### src/rtl/fmod_pkg.sv
// ----------------------------------------------------------------------------
// fmod_pkg
// shared constants and controller/datapath command and status types
// ----------------------------------------------------------------------------
package fmod_pkg;

  localparam int WordW = 32;
  localparam int SigW  = 24;
  localparam int FracW = 23;
  localparam int ExpW  = 9;   // signed internal exponent width plus margin

  localparam logic [31:0] InfBits    = 32'h7F80_0000;
  localparam logic [31:0] QuietBit   = 32'h0040_0000;
  localparam logic [31:0] DefaultNan = 32'hFFC0_0000;

  typedef struct packed {
    logic load;      // capture operands and classify
    logic norm_x;    // shift x significand left one step
    logic norm_y;    // shift y significand left one step
    logic seed;      // start remainder from normalized operands
    logic rem_step;  // one restoring remainder step
    logic pack_step; // shift remainder left one step
    logic finish;    // form result word
  } fmod_cmd_t;

  typedef struct packed {
    logic special;   // result settled by classification
    logic x_normed;
    logic y_normed;
    logic rem_done;  // no shift left
    logic pack_done; // remainder zero, normalized or at subnormal limit
  } fmod_sts_t;

endpackage

### src/rtl/fmod_datapath.sv
// ----------------------------------------------------------------------------
// fmod_datapath
// operand split, bit-serial remainder, normalize and pack
// ----------------------------------------------------------------------------
module fmod_datapath (
  input  logic                     clk,
  input  logic [31:0]              dividend_bits,
  input  logic [31:0]              divisor_bits,
  input  fmod_pkg::fmod_cmd_t      cmd,
  output fmod_pkg::fmod_sts_t      sts,
  output logic [31:0]              remainder_bits,
  output logic                     invalid_flag,
  output logic                     underflow_flag
);
  import fmod_pkg::*;

  localparam logic signed [ExpW:0] ExpOne = 1;

  logic [31:0]     x;
  logic [SigW-1:0] mx, my;
  logic [SigW:0]   rem;
  logic signed [ExpW:0] ex, ey, shift;
  logic            special;
  logic [31:0]     spec_res;
  logic            spec_inv;

  logic [30:0] ax, ay;
  logic [SigW:0] trial;
  logic signed [ExpW:0] k;
  logic [4:0]      rsh;
  logic [SigW-1:0] sub_sig;

  assign ax = dividend_bits[30:0];
  assign ay = divisor_bits[30:0];
  assign trial = {rem[SigW-1:0], 1'b0} - {1'b0, my};
  // divisor exponent at or below zero: result is the remainder shifted right
  assign rsh = 5'(ExpOne - ey);
  assign sub_sig = rem[SigW-1:0] >> rsh;

  always_ff @(posedge clk) begin
    if (cmd.load) begin
      x <= dividend_bits;
      spec_inv <= 1'b0;
      special <= 1'b1;
      if ({1'b0, ax} > InfBits) begin
        spec_res <= dividend_bits | QuietBit;
      end else if ({1'b0, ay} > InfBits) begin
        spec_res <= divisor_bits | QuietBit;
      end else if ({1'b0, ax} == InfBits || ay == 31'd0) begin
        spec_res <= DefaultNan;
        spec_inv <= 1'b1;
      end else if (ax < ay) begin
        spec_res <= dividend_bits;
      end else begin
        special <= 1'b0;
        spec_res <= dividend_bits;
      end
      // subnormals start with exponent 1 and shift up one step at a time
      mx <= {(ax[30:23] != 8'd0), ax[22:0]};
      my <= {(ay[30:23] != 8'd0), ay[22:0]};
      ex <= (ax[30:23] == 8'd0) ? (ExpW+1)'(1) : (ExpW+1)'({2'b00, ax[30:23]});
      ey <= (ay[30:23] == 8'd0) ? (ExpW+1)'(1) : (ExpW+1)'({2'b00, ay[30:23]});
      k <= '0;
    end
    if (cmd.norm_x) begin
      mx <= {mx[SigW-2:0], 1'b0};
      ex <= ex - ExpOne;
    end
    if (cmd.norm_y) begin
      my <= {my[SigW-2:0], 1'b0};
      ey <= ey - ExpOne;
    end
    if (cmd.seed) begin
      // mx < 2*my so one subtract reduces it
      rem   <= ({1'b0, mx} >= {1'b0, my}) ? {1'b0, mx} - {1'b0, my} : {1'b0, mx};
      shift <= ex - ey;
    end
    if (cmd.rem_step) begin
      rem   <= trial[SigW] ? {rem[SigW-1:0], 1'b0} : trial;
      shift <= shift - ExpOne;
    end
    if (cmd.pack_step) begin
      rem <= {rem[SigW-1:0], 1'b0};
      k   <= k + ExpOne;
    end
    if (cmd.finish) begin
      invalid_flag   <= special & spec_inv;
      underflow_flag <= 1'b0;
      if (special) begin
        remainder_bits <= spec_res;
      end else if (rem == '0) begin
        remainder_bits <= {x[31], 31'd0};
      end else if (ey < ExpOne) begin
        remainder_bits <= {x[31], 8'd0, sub_sig[FracW-1:0]};
        underflow_flag <= 1'b1;
      end else if (rem[SigW-1]) begin
        remainder_bits <= {x[31], 8'(ey - k), rem[FracW-1:0]};
      end else begin
        // stopped at k = ey - 1: value is rem << (ey-1) as subnormal
        remainder_bits <= {x[31], 8'd0, rem[FracW-1:0]};
        underflow_flag <= 1'b1;
      end
    end
  end

  assign sts.special   = special;
  assign sts.x_normed  = mx[SigW-1];
  assign sts.y_normed  = my[SigW-1];
  assign sts.rem_done  = (shift == '0);
  assign sts.pack_done = (rem == '0) || rem[SigW-1] || (k == ey - ExpOne) || (ey < ExpOne);

endmodule

### src/rtl/fmod_ctrl.sv
// ----------------------------------------------------------------------------
// fmod_ctrl
// sequencer for load, normalize, remainder loop, pack and output hold
// ----------------------------------------------------------------------------
module fmod_ctrl (
  input  logic                clk,
  input  logic                rst,
  input  logic                in_fire,
  input  logic                out_fire,
  input  fmod_pkg::fmod_sts_t sts,
  output fmod_pkg::fmod_cmd_t cmd,
  output logic                busy,
  output logic                out_valid
);
  import fmod_pkg::*;

  typedef enum logic [2:0] {
    S_IDLE, S_CLASS, S_NORM, S_SEED, S_REM, S_PACK, S_DONE, S_OUT
  } state_t;

  state_t state;

  always_comb begin
    cmd = '0;
    cmd.load = in_fire;
    case (state)
      S_NORM: begin
        cmd.norm_x = !sts.x_normed;
        cmd.norm_y = !sts.y_normed;
      end
      S_SEED: cmd.seed      = 1'b1;
      S_REM:  cmd.rem_step  = !sts.rem_done;
      S_PACK: cmd.pack_step = !sts.pack_done;
      // result register only written once the previous item has left it
      S_DONE: cmd.finish    = !out_valid || out_fire;
      default: ;
    endcase
  end

  assign busy = (state != S_IDLE);

  always_ff @(posedge clk) begin
    if (rst) begin
      state     <= S_IDLE;
      out_valid <= 1'b0;
    end else begin
      if (state == S_DONE && (!out_valid || out_fire)) begin
        out_valid <= 1'b1;
      end else if (out_fire) begin
        out_valid <= 1'b0;
      end
      case (state)
        S_IDLE:  if (in_fire) state <= S_CLASS;
        S_CLASS: state <= sts.special ? S_DONE : S_NORM;
        S_NORM:  if (sts.x_normed && sts.y_normed) state <= S_SEED;
        S_SEED:  state <= S_REM;
        S_REM:   if (sts.rem_done) state <= S_PACK;
        S_PACK:  if (sts.pack_done) state <= S_DONE;
        S_DONE: begin
          if (!out_valid || out_fire) state <= S_IDLE;
        end
        default: state <= S_IDLE;
      endcase
    end
  end

endmodule

### src/rtl/float32_remainder_fmod.sv
// ----------------------------------------------------------------------------
// float32_remainder_fmod
// single-precision fmod, exact, sign of x
// ----------------------------------------------------------------------------
// One item at a time. Special operands go straight from classification to the
// result; ordinary ones pass through classification, normalize steps (up to 23,
// both operands shift in parallel), seeding, the remainder loop over the exponent
// difference (up to 276, one restoring remainder bit per cycle) and renormalize
// steps (up to 23). A finished item also waits while the previous result is still
// held for m_tready. The result sits in an output register; a new item is
// taken once the previous item has moved there.
module float32_remainder_fmod (
  input  logic        clk,
  input  logic        rst,
  input  logic        s_tvalid,
  output logic        s_tready,
  input  logic [63:0] s_tdata,   // dividend_bits[31:0], divisor_bits[63:32]
  output logic        m_tvalid,
  input  logic        m_tready,
  output logic [39:0] m_tdata    // remainder_bits, invalid_flag, underflow_flag, zero pad
);
  import fmod_pkg::*;

  fmod_cmd_t cmd;
  fmod_sts_t sts;
  logic busy, in_fire, out_fire;
  logic [31:0] res;
  logic inv, unf, dp_unused;

  assign s_tready = !busy;
  assign in_fire  = s_tvalid && s_tready;
  assign out_fire = m_tvalid && m_tready;
  assign dp_unused = 1'b0;
  assign m_tdata  = {5'd0, dp_unused, unf, inv, res};

  fmod_ctrl u_ctrl (
    .clk(clk), .rst(rst), .in_fire(in_fire), .out_fire(out_fire),
    .sts(sts), .cmd(cmd), .busy(busy), .out_valid(m_tvalid)
  );

  fmod_datapath u_dp (
    .clk(clk), .dividend_bits(s_tdata[31:0]), .divisor_bits(s_tdata[63:32]),
    .cmd(cmd), .sts(sts), .remainder_bits(res), .invalid_flag(inv),
    .underflow_flag(unf)
  );

endmodule

### config.mk
export PLATFORM = sky130hd
export DESIGN_NAME = float32_remainder_fmod
export DESIGN_NICKNAME = d
export VERILOG_FILES = /design/src/rtl/fmod_pkg.sv /design/src/rtl/fmod_datapath.sv /design/src/rtl/fmod_ctrl.sv /design/src/rtl/float32_remainder_fmod.sv
export SDC_FILE = /design/constraint.sdc
export NUM_CORES = 1
export LEC_CHECK = 0
export BUFFER_PORTS_ARGS = -buffer_cell sky130_fd_sc_hd__buf_2
export CORE_MARGIN = 1.5
export CORE_UTILIZATION = 55
export DETAILED_ROUTE_END_ITERATION = 16
export PLACE_DENSITY_LB_ADDON = 0.25
export SYNTH_ARGS = -nofsm -noshare
export SYNTH_HDL_FRONTEND = slang
export SYNTH_SLANG_ARGS = --single-unit
export TNS_END_PERCENT = 50
### constraint.sdc
create_clock -name clk -period 9.29 [get_ports clk]
set_input_delay 1.858 -clock clk [delete_from_list [all_inputs] [get_ports clk]]
set_output_delay 1.858 -clock clk [all_outputs]
set_load 0.02 [all_outputs]
Yosys cells after proc, flatten, opt, wreduce, memory -nomap -nowiden --
Index checks and enable logic that the tools add are counted.
Word-level totals: bits in registers 217, input port bits 68, output and inout port bits 42, logic and storage cells 127
Operators by class: add/sub/neg operators 9, magnitude comparators 5, equality and inequality tests 13, shift-type cells 1, mux-type cells 44, bitwise operators 1, reductions and logical operators 34
Operators with widths (count):
- $mux 32 | 4
- $mux 25 | 5
- $mux 24 | 4
- $mux 31 | 3
- $mux 10 | 8
- $gt 31x31->1 const B | 2
- $eq 31x31->1 const B | 1
- $logic_not 31->1 | 1
- $lt 31x31->1 | 1
- $sub 10x2->10 const B | 3
- $logic_not 25->1 | 1
- $sub 24x24->25 | 1
- $sub 25x24->25 | 1
- $ge 24x24->1 | 1
- $shr 24x5->23 | 1
- $pmux 3 s7 | 1
- $mux 3 | 6
- $logic_not 8->1 | 2
- $mux 8 | 2
- $reduce_bool 8->1 | 2
- $add 10x2->10 const B | 1
- $eq 10x10->1 | 1
- $logic_not 10->1 | 1
- $lt 10x2->1 const B | 1
- 20 further kinds | 53

Longest topological paths before layout --
Gate-level depths: netlist of run 1.
depth in word-level cells 7, mapped depth 17, depth with buffers taken out 15

By module --
From an unflattened synthesis of run 1, not the netlist that was laid out.
Second synthesis, totals: cells, all modules 1561, area, all modules 14325.0 um^2
Modules (own cells, without submodules):
- fmod_datapath | instances 1, cells each 1514, area each 13938.4 um^2, sequential area each 5435.2 um^2
- fmod_ctrl | instances 1, cells each 35, area each 306.5 um^2, sequential area each 80.1 um^2
- float32_remainder_fmod | instances 1, cells each 12, area each 80.1 um^2, sequential area each 0.0 um^2

Worst setup path before layout of run 1 --
No wires, ideal clock.
path kind input -> register, start in m_tready, end reg u_dp.invalid_flag, enable pin, library setup time 0.468 ns, arrival 4.284 ns, required time 8.822 ns, setup slack 4.539 ns, stages on the path 2, buffers on the path 0, cell sequence nor2b_1 > nor3_1
RTL lines:
- from (decl) | RTL line float32_remainder_fmod.sv:19 | input logic m_tready,
- to (signal assigned) | RTL line fmod_datapath.sv:87 | invalid_flag <= special & spec_inv;
- to (decl) | RTL line fmod_datapath.sv:12 | output logic invalid_flag,

Worst setup path in the final report of run 1 --
start reg u_dp.rem[6], end reg u_dp.rem[22] (data pin)
Between the ends: word-level cells in the longest chain between the ends 7, elaborated cells on any way between the ends 10, those cells by class 1 x add/sub; 4 x mux; 5 x reduce/logical
Ends and longest elaborated chain:
- from (decl) | RTL line fmod_datapath.sv:21 | logic [SigW:0] rem;
- from (signal assigned) | RTL line fmod_datapath.sv:75 | rem <= ({1'b0, mx} >= {1'b0, my}) ? {1'b0, mx} - {1'b0, my} : {1'b0, mx};
- from (signal assigned) | RTL line fmod_datapath.sv:79 | rem <= trial[SigW] ? {rem[SigW-1:0], 1'b0} : trial;
- from (signal assigned) | RTL line fmod_datapath.sv:83 | rem <= {rem[SigW-1:0], 1'b0};
- parallel branches: the longest is 6 deep, another holds $sub 25x24->25
- $mux 25 * | RTL line fmod_datapath.sv:82 | if (cmd.pack_step) begin
Mark *: on every way between the ends. A chain may end at the register's enable or synchronous reset.

==> results of run 1 <==
final cells by class:
class	instances	area (µm²)
clock buffer	17	425
fill	2173	9730
timing repair buffer	121	651
sequential	186	5520
inverter	108	405
tap	330	413
clock inverter	15	155
multi-input combinational	1112	7820
worst max-delay path: stages, from the launching register on:
cell,delay [ps]
edfxtp_1,530
ha_1,450
a21o_1,200
or3_1,290
o21ai_0,320
a311oi_1,150
a211o_1,340
a41oi_1,280
a311o_1,250
o21ai_0,110
ha_1,370
and2_1,670
nand2_1,130
mux2i_1,210
a211oi_2,50
registers in the layout (all words and copies together) (netlist names), 3 cells and up:
signal and flops:
u_dp.ex 10, u_dp.remainder_bits 32, u_dp.ey 10, u_dp.k 10, u_dp.rem 25, u_dp.shift 10
u_ctrl.state 3, u_dp.my 24, u_dp.spec_res 32, u_dp.mx 24
through the flow:
stage / power [mW] / std cells / setup slack, ps / util [%] / cell area, µm²
final: 6.53 / 1889 / 4670 / 61.3 / 15400
after global routing: 6.95 / 1889 / 4500 / 61.3 / 15400
after CTS: 6.43 / 1889 / 4740 / 61.3 / 15400
after detailed placement: 5.67 / 1857 / 4650 / 58.9 / 14800
after global placement: 5.61 / 1857 / 4740 / 58.9 / 14800
after floorplan: 4.65 / 1479 / 4540 / - / 14000
per-layer routing:
layer  wire length [µm]  up-vias  global-route usage [%]
li1                   -     5672                       -
met1              18400     5849                    46.9
met2              18100      638                    47.0
met3               4210       50                    6.29
met4                731        0                    7.92
met5                  0        -                       0
cells by family (layout without fill, tap and decap cells):
logic type / Yosys count / in the layout
XOR/XNOR: 87 / 87
adder cells (fa/ha/maj): 105 / 105
flip-flops: 186 / 186
multiplexers: 66 / 66
AO/OA/AOI/OAI: 447 / 447
AND/OR/NAND/NOR: 401 / 401
buffers and inverters: 181 / 261
other: 1 / 6
placed cells by master, fill, tap and decap left out, types with 8 or more instances in the layout:
cell       count
a22o_1        52
nor4_1        23
nand3_1       16
or3_1          9
nor3_1        34
mux2i_1       51
o22ai_1       35
o211ai_1      12
buf_4         18
nand2b_1      20
o21ai_0       96
inv_1        107
xor2_1        33
a221oi_1       9
a21oi_1       93
buf_2        103
nor2_1        95
a22oi_1       12
mux2_2         8
a211oi_1      15
nand4_1       20
clkbuf_16     17
nand2_1      131
edfxtp_1     179
o21a_1        14
a31oi_1       16
ha_1         101
nor2b_1       17
and2_1        11
xnor2_1       53
a21o_1        21
power by group:
part	internal, mW	switching, mW	total, mW
Sequential	1.42	0.348	1.77
Combinational	1.59	2.41	4.01
Clock	0.382	0.365	0.747
worst min-delay path by stage:
stage | end
floorplan | u_dp.mx[0]$_SDFFE_PP0P_
global placement | u_dp.invalid_flag$_DFFE_PP_
detailed placement | u_dp.remainder_bits[4]$_DFFE_PP_
CTS | u_dp.remainder_bits[4]$_DFFE_PP_
global route | u_dp.invalid_flag$_DFFE_PP_
finish | u_dp.remainder_bits[4]$_DFFE_PP_
==> results.cfg, run 1 <==
[worst_setup_path]
critPathKind = register to register
r2r-end = u_dp.rem[22]$_DFFE_PP_
worstSetupEndpointType = register
r2r_slack_ps = 4670
worstPathMaxFanout = 17
r2r_start = u_dp.rem[6]$_DFFE_PP_
r2r_cells = 14
startpoint_type = register
crit_end = u_dp.rem[22]$_DFFE_PP_
crit_arrival_ps = 4810
worstPathRequired_ps = 9480
critPathLaunch = u_dp.rem[6]$_DFFE_PP_

[sta]
rsz0062_at_grt = no
fin_crit_sh_pct = 49.7
slew_violations = 0
final.min_clock_period_ps = 4620
skew_ps = 16.7
worst_pin_slew_ps = 1180
finalSetupViolations = 0
fmax_ghz = 0.216
hold_ws_ps = 526
final.setup.tns_ps = 0
slew_headroom_pct = 20.5
hold_viol = 0

[floorplan]
start_util_pct = 55.9
ios = 110
die_y_um = 163
dieArea_um2 = 26500
core_region_area_um2 = 25100
die_x_um = 163
rows = 58

[cts]
cts_setup_buffers = 0
hold_buffers = 0
numCtsBuffers = 17
clock_sinks = 186
clk_latency_ps = 450
clk_root_buffer_cell = clkbuf_16
clk_pin_slew_ps = 80
cts_max_level = 4
cts_resized = 0
cts_tree = done
clockBufferDepth = 2

[global_routing]
overflow = 0
antenna_found_initial = 0
grt_pass1_wl_mm = 63.5
grt_max_degree = 59
grt_util_all_layers_pct = 31.6
grt_pass1_vias = 11100

[yosys]
yosysMostFrequentCell = edfxtp_1
synth.avg_cell_area_um2 = 9.51
syn_area_um2 = 14000
synth_common_cells = edfxtp_1, nand2_1, inv_1
yosysUniqueCellTypes = 77
yosys.area.top_type = edfxtp_1
synth_edf_count = 179
synth_compound_area_share_pct = 21.3
synthMuxAreaShare_pct = 5.41
synth_cells = 1474
ys_warn_count = 0
yosys.area_share.simple_pct = 13.6
synthAdderAreaFrac_pct = 9.58
synth_seq_area_share_pct = 39.3
synth_top_family_by_area = compound AO/OA/AOI/OAI gates
synth_ff_type = edfxtp_1
synthArstFlopShare_pct = 0
synth_area_leaders = edfxtp_1, ha_1, mux2i_1
netlist.area_leader.share_pct = 38.3
synth_xor_xnor_area_share_pct = 5.53
ys_ff_latch = 186

[pwr]
irDropWorstVdd_uv = 344
p_leak_nw = 6.21
p_per_area_nw_per_um2 = 424

[detailed_routing]
vias_per_cell = 6.46
drc = 0
dr.pass1.iters = 5
routedWlPerCell_um = 21.9
drt_iter0_drc = 1345
wl_mm = 41.5
vias = 12200
ant_nets = 0

[cells_and_area]
syn_to_final_growth_pct = 9.66
drive_above_1_share_pct = 12.0
n_antenna_cell = 0
nets = 1719

[min_path]
hold_depth = 2
worstHoldPathType = register to register
min-delay-start = u_dp.spec_res[4]$_DFFE_PP_

[flow_run]
drv_cap = 0

[placed_design]
hpwl_mm = 31.8
routabilityCongestion = 0.990
io_buffers = 103

[status]
status = complete, no violations
No activity file was read; power rests on OpenSTA's default activity.
==> run 2, diff against run 1 <==
clock period = 4 ns   (was 9.29 ns; I/O delays follow)
==> results.cfg, run 2 (synthesized netlist as in run 1, its figures left out) <==
[placed_design]
io_buffers = 103
hpwl_mm = 33.2
dpl.cell_count = 1893
routabilityCongestion = 1.04

[floorplan]
core_region_area_um2 = 25100
dieArea_um2 = 26500
die_y_um = 163
start_util_pct = 55.9
ios = 110
rows = 58
die_x_um = 163

[flow_run]
drv_cap = 0

[cts]
hold_buffers = 0
clk_pin_slew_ps = 80
clock_sinks = 186
clk_root_buffer_cell = clkbuf_16
numCtsBuffers = 17
cts_max_level = 4
cts_tree = done
clk_latency_ps = 440
clockBufferDepth = 2

[pwr]
switching_share_pct = 47.7
p_leak_nw = 6.42
power_switching_mw = 7.48
irDropWorstVdd_uv = 450
power_frac_seq_pct = 25.1
p_per_area_nw_per_um2 = 994
p_int_mw = 8.20
clkPwrFrac_pct = 11.1
comb_power_share_pct = 63.8

[cells_and_area]
nets = 1758
final_cells = 1928
drive_above_1_share_pct = 14.6
syn_to_final_growth_pct = 12.5
top_regs = u_dp.remainder_bits (32), u_dp.spec_res (32), u_dp.rem (25)
final_common_cell = edfxtp_1
n_antenna_cell = 0
mostFrequentLayoutCells = edfxtp_1, nand2_1, inv_1

[sta]
worst_pin_slew_ps = 1010
final.setup.tns_ps = 0
hold_viol = 0
skew_ps = 16.7
rsz0062_at_grt = no
finalSetupViolations = 0
fmax_ghz = 0.260
final.min_clock_period_ps = 3840
slew_violations = 0
fin_crit_sh_pct = 96.1
slew_headroom_pct = 32.4

[global_routing]
use_met1_pct = 47.8
top_usage_layer = met2
antenna_found_initial = 0
met2_usage_pct = 48.5
grt_util_all_layers_pct = 32.8
grt_pass1_vias = 11400
use_met3_pct = 6.95
grt_pass1_wl_mm = 65.3
grt_max_degree = 59
overflow = 0

[worst_setup_path]
startpoint_type = register
r2r-end = u_dp.rem[22]$_DFFE_PP_
r2r_slack_ps = 160
r2r_start = u_dp.rem[6]$_DFFE_PP_
critPathKind = register to register
worstPathMaxFanout = 8
worstSetupEndpointType = register
worstPathRequired_ps = 4170
crit_arrival_ps = 4010
crit_end = u_dp.rem[22]$_DFFE_PP_
r2r_cells = 16
critPathLaunch = u_dp.rem[6]$_DFFE_PP_

[detailed_routing]
dr.pass1.iters = 5
ant_nets = 0
drc = 0
vias = 12300
drt_iter0_drc = 1504
routedWlPerCell_um = 22.2
wl_mm = 42.9
vias_per_cell = 6.39

[status]
status = complete, no violations

[min_path]
worstHoldPathType = register to register
## run 2: cell count changes in the layout (fill, tap and decap cells not counted), moves of 2 or more
cell	change
inv_6	-2
buf_4	+35
o21ai_1	+3
clkinv_2	-2
o21ai_0	-3
clkinv_8	+4
buf_12	+4
## run 2: worst max-delay path, stage by stage (launching register included)
cell and delay, ps:
edfxtp_1 440, ha_4 320, buf_4 120, o211ai_1 100, nor3_1 240, o21ai_1 120, buf_4 160, a311oi_1 220
a211o_1 190, a41oi_2 160, a311o_1 410, o21ai_1 160, ha_1 280, buf_4 160, o21a_4 260, o32ai_2 170
a211oi_2 90
## run 2: area by class of cell
type / count / area [µm²]
Fill cell: 2125 / 9340
Multi-Input combinational cell: 1112 / 7850
Sequential cell: 186 / 5520
Timing Repair Buffer: 160 / 993
Clock buffer: 17 / 425
Tap cell: 330 / 413
Inverter: 108 / 405
Clock inverter: 15 / 175
## run 2: layer usage
layer	up-vias	part of all wire (%)
met1	5831	44
met5	-	0
met2	655	42
met3	78	10
met4	0	2.8
li1	5761	-
## run 2: repair_timing
action	CTS	global route
hold endpoints to repair	0	0
endpoints found under the setup margin	2	18
resized for setup	1	9
buffers inserted	0	3
cloned	0	0
pin swaps	0	4
## run 2: power groups by stage
stage / Clock, mW / Sequential (mW) / Combinational, mW
finish: 1.74 / 3.93 / 10.0
global route: 1.82 / 4.00 / 10.9
CTS: 1.75 / 3.90 / 9.72
detailed placement: 0 / 3.94 / 9.63
global placement: 0 / 3.93 / 9.55
floorplan: 0 / 3.79 / 7.01
## run 2: worst min-delay path by stage
stage               slack (ps)                       startpoint  depth (start not counted)                                end
floorplan                  480          u_dp.mx[0]$_SDFFE_PP0P_                          2            u_dp.mx[0]$_SDFFE_PP0P_
global placement           510       u_dp.spec_res[6]$_DFFE_PP_                          2   u_dp.remainder_bits[6]$_DFFE_PP_
detailed placement         520  u_dp.spec_res[22]$_SDFFCE_PP1P_                          2  u_dp.remainder_bits[22]$_DFFE_PP_
CTS                        540  u_dp.spec_res[22]$_SDFFCE_PP1P_                          2  u_dp.remainder_bits[22]$_DFFE_PP_
global route               570      u_dp.spec_res[26]$_DFFE_PP_                          1  u_dp.remainder_bits[26]$_DFFE_PP_
finish                     530  u_dp.spec_res[22]$_SDFFCE_PP1P_                          2  u_dp.remainder_bits[22]$_DFFE_PP_
## run 2: metrics by stage
| stage | area [µm²] | setup WS, ps | utilization, % | total power [mW] | hold WS, ps |
|---|---|---|---|---|---|
| 2_1_floorplan | 14000 | 66.3 | - | 10.8 | 484 |
| 3_3_place_gp | 15100 | 109 | 60.2 | 13.5 | 515 |
| 5_1_grt | 15800 | 2.68 | 62.8 | 16.7 | 570 |
| 4_1_cts | 15700 | 37.3 | 62.6 | 15.4 | 538 |
| 6_report | 15800 | 155 | 62.8 | 15.7 | 534 |
| 3_5_place_dp | 15100 | 27.1 | 60.2 | 13.6 | 521 |
